`src/hw/rtl/gbr_pkg.sv`:
```
// Shared types and constants for the gap burstiness ratio unit.
// No dependencies; used by gbr_dp, gbr_ctrl and the top level.
`default_nettype none

package gbr_pkg;

    // Field widths
    localparam int TS_W    = 40;  // timestamp in microseconds
    localparam int WIN_W   = 27;  // window register in milliseconds
    localparam int WUS_W   = 37;  // window in microseconds
    localparam int RATIO_W = 17;  // Q1.16 ratio
    localparam int FRAC_W  = 16;  // fraction bits of the ratio
    localparam int STEP_W  = 5;   // holds FRAC_W, the first divider step

    // Window scaling and reset value
    localparam int US_PER_MS  = 1000;
    localparam int WIN_RESET  = 3000;

    // Minimum counts for a valid result
    localparam int MIN_GAPS = 3;
    localparam int REC_CAP  = 3;

    // Input record
    typedef struct packed {
        logic [TS_W-1:0] timestamp_us;
        logic            is_trade;
        logic            last;
    } t_in;

    // Result item
    typedef struct packed {
        logic [RATIO_W-1:0] burstiness;
        logic               valid_res;
    } t_out;

    // Controller to datapath commands
    typedef struct packed {
        logic load;       // record transfer accepted
        logic scan_init;  // start window scan from newest trade
        logic scan_eval;  // check one trade, accumulate gap sum
        logic dev_init;   // restart walk for deviation pass
        logic dev_eval;   // read one trade, form gap
        logic dev_mul;    // n * gap
        logic dev_acc;    // accumulate |n*gap - S|
        logic div_init;   // form n*S, load divider
        logic div_step;   // one quotient bit
        logic fin;        // load result, clear set state
    } t_cmd;

    // Datapath to controller status
    typedef struct packed {
        logic scan_end;   // all stored trades visited
        logic in_window;  // current trade inside the window
        logic dev_first;  // first read of deviation pass
        logic dev_end;    // all kept trades read again
        logic div_last;   // final quotient bit this cycle
        logic go;         // enough data and nonzero gap sum
    } t_sts;

endpackage

`default_nettype wire

```
`src/hw/rtl/gbr_ctrl.sv`:
```
// Controller: sequences record loading, window scan, deviation pass, divide and result.
// Depends on gbr_pkg; commands gbr_dp.
`default_nettype none

module gbr_ctrl (
    input  wire logic          i_clk,
    input  wire logic          i_rst_n,
    input  wire logic          i_in_valid,
    input  wire logic          i_in_last,
    output logic               o_in_stall,
    output logic               o_out_valid,
    input  wire logic          i_out_stall,
    output gbr_pkg::t_cmd      o_cmd,
    input  wire gbr_pkg::t_sts i_sts
);

    localparam logic [3:0] ST_IDLE      = 4'd0;
    localparam logic [3:0] ST_SCAN_INIT = 4'd1;
    localparam logic [3:0] ST_SCAN_RD   = 4'd2;
    localparam logic [3:0] ST_SCAN_EV   = 4'd3;
    localparam logic [3:0] ST_CHK       = 4'd4;
    localparam logic [3:0] ST_DEV_RD    = 4'd5;
    localparam logic [3:0] ST_DEV_EV    = 4'd6;
    localparam logic [3:0] ST_DEV_MUL   = 4'd7;
    localparam logic [3:0] ST_DEV_ACC   = 4'd8;
    localparam logic [3:0] ST_DIV_INIT  = 4'd9;
    localparam logic [3:0] ST_DIV       = 4'd10;
    localparam logic [3:0] ST_FIN       = 4'd11;

    logic [3:0] r_state, n_state;
    logic       r_out_vld, n_out_vld;
    logic       w_accept;
    logic       w_slot_free;

    assign o_in_stall  = (r_state != ST_IDLE);
    assign w_accept    = i_in_valid && (r_state == ST_IDLE);
    assign w_slot_free = !r_out_vld || !i_out_stall;
    assign o_out_valid = r_out_vld;

    // Next state and commands
    always_comb begin
        n_state = r_state;
        o_cmd   = '0;
        unique case (r_state)
            ST_IDLE: begin
                o_cmd.load = w_accept;
                if (w_accept && i_in_last) begin
                    n_state = ST_SCAN_INIT;
                end
            end
            ST_SCAN_INIT: begin
                o_cmd.scan_init = 1'b1;
                n_state = ST_SCAN_RD;
            end
            // read data for r_rptr arrives next cycle
            ST_SCAN_RD: begin
                n_state = i_sts.scan_end ? ST_CHK : ST_SCAN_EV;
            end
            ST_SCAN_EV: begin
                o_cmd.scan_eval = 1'b1;
                n_state = i_sts.in_window ? ST_SCAN_RD : ST_CHK;
            end
            ST_CHK: begin
                o_cmd.dev_init = 1'b1;
                n_state = i_sts.go ? ST_DEV_RD : ST_FIN;
            end
            ST_DEV_RD: begin
                n_state = i_sts.dev_end ? ST_DIV_INIT : ST_DEV_EV;
            end
            ST_DEV_EV: begin
                o_cmd.dev_eval = 1'b1;
                n_state = i_sts.dev_first ? ST_DEV_RD : ST_DEV_MUL;
            end
            ST_DEV_MUL: begin
                o_cmd.dev_mul = 1'b1;
                n_state = ST_DEV_ACC;
            end
            ST_DEV_ACC: begin
                o_cmd.dev_acc = 1'b1;
                n_state = ST_DEV_RD;
            end
            ST_DIV_INIT: begin
                o_cmd.div_init = 1'b1;
                n_state = ST_DIV;
            end
            ST_DIV: begin
                o_cmd.div_step = 1'b1;
                if (i_sts.div_last) begin
                    n_state = ST_FIN;
                end
            end
            // wait for the output register to free up
            ST_FIN: begin
                if (w_slot_free) begin
                    o_cmd.fin = 1'b1;
                    n_state = ST_IDLE;
                end
            end
            default: begin
                n_state = ST_IDLE;
            end
        endcase
    end

    // Output valid: set on result load, cleared on transfer
    always_comb begin
        n_out_vld = r_out_vld;
        if (o_cmd.fin) begin
            n_out_vld = 1'b1;
        end else if (r_out_vld && !i_out_stall) begin
            n_out_vld = 1'b0;
        end
    end

    always_ff @(posedge i_clk) begin
        if (!i_rst_n) begin
            r_state   <= ST_IDLE;
            r_out_vld <= 1'b0;
        end else begin
            r_state   <= n_state;
            r_out_vld <= n_out_vld;
        end
    end

endmodule

`default_nettype wire

```
`config.mk`:
```
export PLATFORM = sky130hd
export DESIGN_NAME = gbr_ctrl
export DESIGN_NICKNAME = d
export VERILOG_FILES = /design/src/hw/rtl/gbr_pkg.sv /design/src/hw/rtl/gbr_ctrl.sv
export SDC_FILE = /design/constraint.sdc
export NUM_CORES = 1
export LEC_CHECK = 0
export ABC_CLOCK_PERIOD_IN_PS = 3700
export CAP_MARGIN = 20
export CORE_AREA = 2 2 39 41
export CTS_BUF_LIST = sky130_fd_sc_hd__clkbuf_4 sky130_fd_sc_hd__clkbuf_8
export CTS_CLUSTER_DIAMETER = 150
export DETAILED_ROUTE_END_ITERATION = 8
export DIE_AREA = 0 0 41 43
export DONT_BUFFER_PORTS = 1
export SLEW_MARGIN = 0
export SYNTH_ARGS = -nofsm -noshare
export SYNTH_HDL_FRONTEND = slang
export SYNTH_SLANG_ARGS = --single-unit
export TNS_END_PERCENT = 10
```
`constraint.sdc`:
```
create_clock -name i_clk -period 3.7 [get_ports i_clk]
set_input_delay 0.74 -clock i_clk [delete_from_list [all_inputs] [get_ports i_clk]]
set_output_delay 0.74 -clock i_clk [all_outputs]
set_load 0.01 [all_outputs]
```
Yosys cells after proc, flatten, opt, wreduce, memory -nomap -nowiden
Cells that the tools add are included.
{ "totals": {"ff_bits": 5, "latch_bits": 0, "ram_bits": 0, "rom_bits": 0, "input_bits": 11, "elab_cells": 48, "memories": 0} }
{ "classes": {"n_addsub": 0, "multipliers": 0, "n_div": 0, "order_cmp": 0, "eq_ne": 14, "shift": 0, "mux": 22, "bitwise": 0, "reduce_logical": 10} }
{ "ops": {"columns": ["cell", "n"], "rows": [
  ["$pmux 4 s12", 1],
  ["$mux 4", 5],
  ["$eq 4x3->1 const B", 4],
  ["$eq 4x4->1 const B", 4],
  ["$mux 1", 13],
  ["$eq 4x2->1 const B", 2],
  ["$mux 3", 2],
  ["$eq 4x1->1 const B", 1],
  ["$logic_not 4->1", 1],
  ["$ne 2x2->1 const B", 2],
  ["$reduce_bool 4->1", 1],
  ["$logic_and 1x1->1", 3],
  ["$reduce_and 3->1", 1],
  ["$logic_not 1->1", 2],
  ["$mux 2", 1],
  ["$ne 2x1->1 const B", 1],
  ["$reduce_bool 2->1", 1],
  ["$logic_or 1x1->1", 1]
]} }

Logic depth before layout (Yosys ltp)
{ "depth": {"ltp_word": 5, "depth_mapped": 5, "ltp_nobuf": 4} }

Least setup slack after synthesis
OpenSTA, ideal clock, no wires.
{ "synth_path": {"kind": "reg2out", "startpoint": "register r_state[0]", "endpoint": "output port o_cmd[0] in the netlist's numbering", "arrival_ps": 1061, "path_slack_ps": 1899, "stages_incl_launch_ff": 6, "path_cell_list": "dfxtp_1 -> buf_2 -> buf_2 -> nand4b_1 -> a21oi_1 -> buf_4"} }
{ "synth_rtl": {"columns": ["element", "line", "text"], "rows": [
  ["start: declaration", "gbr_ctrl.sv:30", "logic [3:0] r_state, n_state;"],
  ["start signal: assignment", "gbr_ctrl.sv:120", "r_state <= n_state;"],
  ["end: declaration", "gbr_ctrl.sv:13", "output gbr_pkg::t_cmd o_cmd,"]
]} }

==> run summary <==
## Status
- run status: finished clean

## Global routing
- vias in the first global route: 361
- total overflow reported by the global router: 0
- All-Layer GR Usage: 11.5%
- pin count of the biggest net entering global routing: 20
- number of antenna violations at the first check in global routing: 0
- first-pass GRT wire length: 1.40 mm

## Critical path
- top cell family by delay on the critical path: flip-flops
- Worst R2R End: r_state[0]
- required time at the endpoint of the critical path: 2.96 ns
- largest incremental delay on the critical path: 0.69 ns
- Crit-path slowest cell: sky130_fd_sc_hd__dfxtp_1
- startpoint kind of the worst setup timing path: register
- chain of cells forming the critical path: nand2_1 -> nor3_1
- launching point of the worst reg2reg path: r_state[0]
- arrival time at the worst endpoint: 1.46 ns
- number of cells on the worst reg-to-reg path: 4
- critical path fanouts, max: 19
- Buf+Inv Stages, Crit Path: 0
- type of the worst setup path: register to primary output
- endpoint class of the critical path: primary output
- worst reg-to-reg setup slack: 2.11 ns

## Drt
- WL final: 1.08 mm
- First DRT Iteration DRCs: 12
- mean number of vias per cell: 5.78
- total number of vias: 468
- wire length per cell after detailed routing: 13.3 um
- Pre-Repair DR Iteration Count: 4
- Post-DRT Antenna Nets: 0
- final routed DRC violation total: 0

## Placed design
- GP Congestion: 0.719
- count of input and output buffers: 0
- total instance count after detailed placement: 77
- DP HPWL: 810 um
- Placement Setup Slack: 1.74 ns

## Final layout
- Final Core Density: 35.0%
- count of non-filler cells in the finished layout: 81
- most common cell after layout, fill and taps aside: sky130_fd_sc_hd__nor2_1
- P&R area growth vs syn: 2.11%
- share of layout cells above drive strength 1: 7.69%
- layout net count: 77
- most frequent cells in the layout: 9 x sky130_fd_sc_hd__nor2_1, 8 x sky130_fd_sc_hd__nand2_1, 5 x sky130_fd_sc_hd__a21oi_1, 5 x sky130_fd_sc_hd__dfxtp_1
- ANT cells: 0
- number of inserted filler cells in the final layout: 158

## Pwr
- maximum vdd drop: 238 uV
- sequential share of power: 38.5%
- sw frac: 38.9%
- clock network fraction of design power: 27.4%
- Switch Pwr: 0.0952 mW
- internal power: 0.149 mW
- total power per unit cell area: 505 nW/um^2
- part of the total power dissipated in combinational logic: 34.1%
- Static Leakage: 0.159 nW

## Clock tree
- number of sinks handled by clock tree synthesis: 5
- TritonCTS clock tree: done
- CTS root buffer: sky130_fd_sc_hd__clkbuf_4
- hold buffer count at cts: 0
- # Post-CTS Setup Buffers: 0
- H-tree depth: 1
- clock buffer count from CTS: 3
- insertion delay of the later-clocked pin in the worst-skew pair: 0.23 ns
- number of resized instances in the post-cts repair step: 0
- Worst-path clk slew: 0.04 ns
- deepest clock path buffer count: 2

## Logic synthesis
- Synthesized Nets: 78
- cell type with the largest total area after synthesis: sky130_fd_sc_hd__dfxtp_1
- Synth warnings: 0
- per-instance average area after synthesis: 7.08 um^2
- number of instances in the synthesized netlist: 67
- Post-synth EDFFs: 0
- parity-gate share of the synthesized area counting xor and xnor cells: 0%
- main combinational cell family by area after synthesis: simple AND/OR/NAND/NOR gates
- simple logic cell fraction of the synthesized area: 33.5%
- compound-gate portion of the synthesized area: 31.9%
- post-synthesis register bit count: 5
- cell types occupying the most area after synthesis: sky130_fd_sc_hd__dfxtp_1 21%, sky130_fd_sc_hd__nor2_1 7.1%, sky130_fd_sc_hd__buf_4 6.3%, sky130_fd_sc_hd__nand2_1 6.3%, sky130_fd_sc_hd__a21oi_1 5.3%
- sequential share of the synthesized area: 21.1%
- async set or reset register ratio after synthesis: 0%
- most used flip-flop cell after synthesis: sky130_fd_sc_hd__dfxtp_1
- Yosys top cell area share: 21.1%
- post-synth design cell area: 474 um^2
- arithmetic-cell share of the synthesized area counting full adders, half adders and majority gates: 0%
- distinct cell type count after synthesis: 29
- portion of netlist area occupied by mux cells: 4.22%

## Timing
- post-route minimum period: 2.20 ns
- final setup violation count: 0
- final worst-path cycle share: 59.4%
- Max Slew Vio Count: 0
- transition time at the pin with the least slew margin: 0.593 ns
- minimum setup slack in the final design: 1.50 ns
- normalized max-slew margin: 60.4%
- Max Freq: 455 MHz
- hold violation total from the final report: 0
- Clock Skews: 0.00149 ns
- RSZ-0062 raised after global routing: false
- Setup TNS Final: 0 ns

## Worst hold path
- number of instances on the worst hold path: 2
- Hold Crit Start: o_out_valid
- Hold Path End: r_state[0]
- type of the worst min-delay path: register to register

## Die
- Die Area: 1760 um^2
- Die Height: 43 um
- Row Count: 14
- Core Box Area: 1380 um^2
- number of primary I/O pins: 23
- Die Wd: 41 um
- Initial Util: 34.3%

## Job
- max-cap violation count: 0

power groups by stage:
stage	Sequential (mW)	Combinational [mW]	Clock [mW]
after detailed placement	0.0946	0.0837	0
after global routing	0.0970	0.0943	0.0716
after global placement	0.0939	0.0835	0
after floorplan	0.0675	0.105	0
after CTS	0.0939	0.0840	0.0699
final	0.0942	0.0835	0.0669
state kept, by name (all words and copies together) (netlist names):
register     flops
o_out_valid      1
r_state          4
layer usage:
layer / track usage [%] / up-vias / routed length (um)
met5: 0 / - / 0
met3: 3.66 / 0 / 114
met4: 6.00 / 0 / 0
li1: - / 239 / -
met2: 15.0 / 22 / 461
met1: 16.2 / 207 / 502
area by class of cell:
| cell class | instances | area [um^2] | area share [%] |
|---|---|---|---|
| clock buffer | 4 | 30.0 | 6.20 |
| inverter | 1 | 3.75 | 0.775 |
| multi-input combinational | 55 | 330 | 68.2 |
| sequential | 5 | 100 | 20.7 |
| tap | 16 | 20.0 | 4.13 |
through the flow:
stage                     instance area (um^2)  power [mW]  hold WS [ns]
final                                      484       0.245         0.584
after floorplan                            474       0.173         0.533
after detailed placement                   454       0.178         0.577
after global placement                     454       0.177         0.565
after global routing                       484       0.263         0.589
after CTS                                  484       0.248         0.583
worst min-delay path, stage by stage (launching register included):
cell	delay, ns
sky130_fd_sc_hd__dfxtp_1	0.36
sky130_fd_sc_hd__nand3_1	0.10
sky130_fd_sc_hd__o32ai_2	0.07
synthesized netlist by cell type, types with 2 or more instances:
cell	n
sky130_fd_sc_hd__a21oi_1	5
sky130_fd_sc_hd__and3_1	2
sky130_fd_sc_hd__buf_2	2
sky130_fd_sc_hd__buf_4	4
sky130_fd_sc_hd__dfxtp_1	5
sky130_fd_sc_hd__mux2i_1	2
sky130_fd_sc_hd__nand2_1	8
sky130_fd_sc_hd__nand2b_1	4
sky130_fd_sc_hd__nor2_1	9
sky130_fd_sc_hd__nor3_1	3
sky130_fd_sc_hd__o21a_1	2
sky130_fd_sc_hd__o21ai_1	4
logic make-up (layout without fill, tap and decap cells):
| group | after synthesis | count (layout) |
|---|---|---|
| AO/OA/AOI/OAI | 21 | 21 |
| buffers and inverters | 7 | 5 |
| AND/OR/NAND/NOR | 32 | 32 |
| flip-flops | 5 | 5 |
| multiplexers | 2 | 2 |
how the worst max path moves through the flow:
stage,end,cells past startpoint,from,slack (ns)
6_report,o_cmd[8],2,r_state[0],1.50
5_1_grt,o_cmd[8],2,r_state[0],1.39
4_1_cts,o_cmd[8],2,r_state[0],1.48
3_5_place_dp,o_cmd[8],2,r_state[0],1.74
3_3_place_gp,o_cmd[0],2,r_state[0],1.77
2_1_floorplan,o_cmd[0],5,r_state[0],1.90
Power figures use the tool's default switching activity.
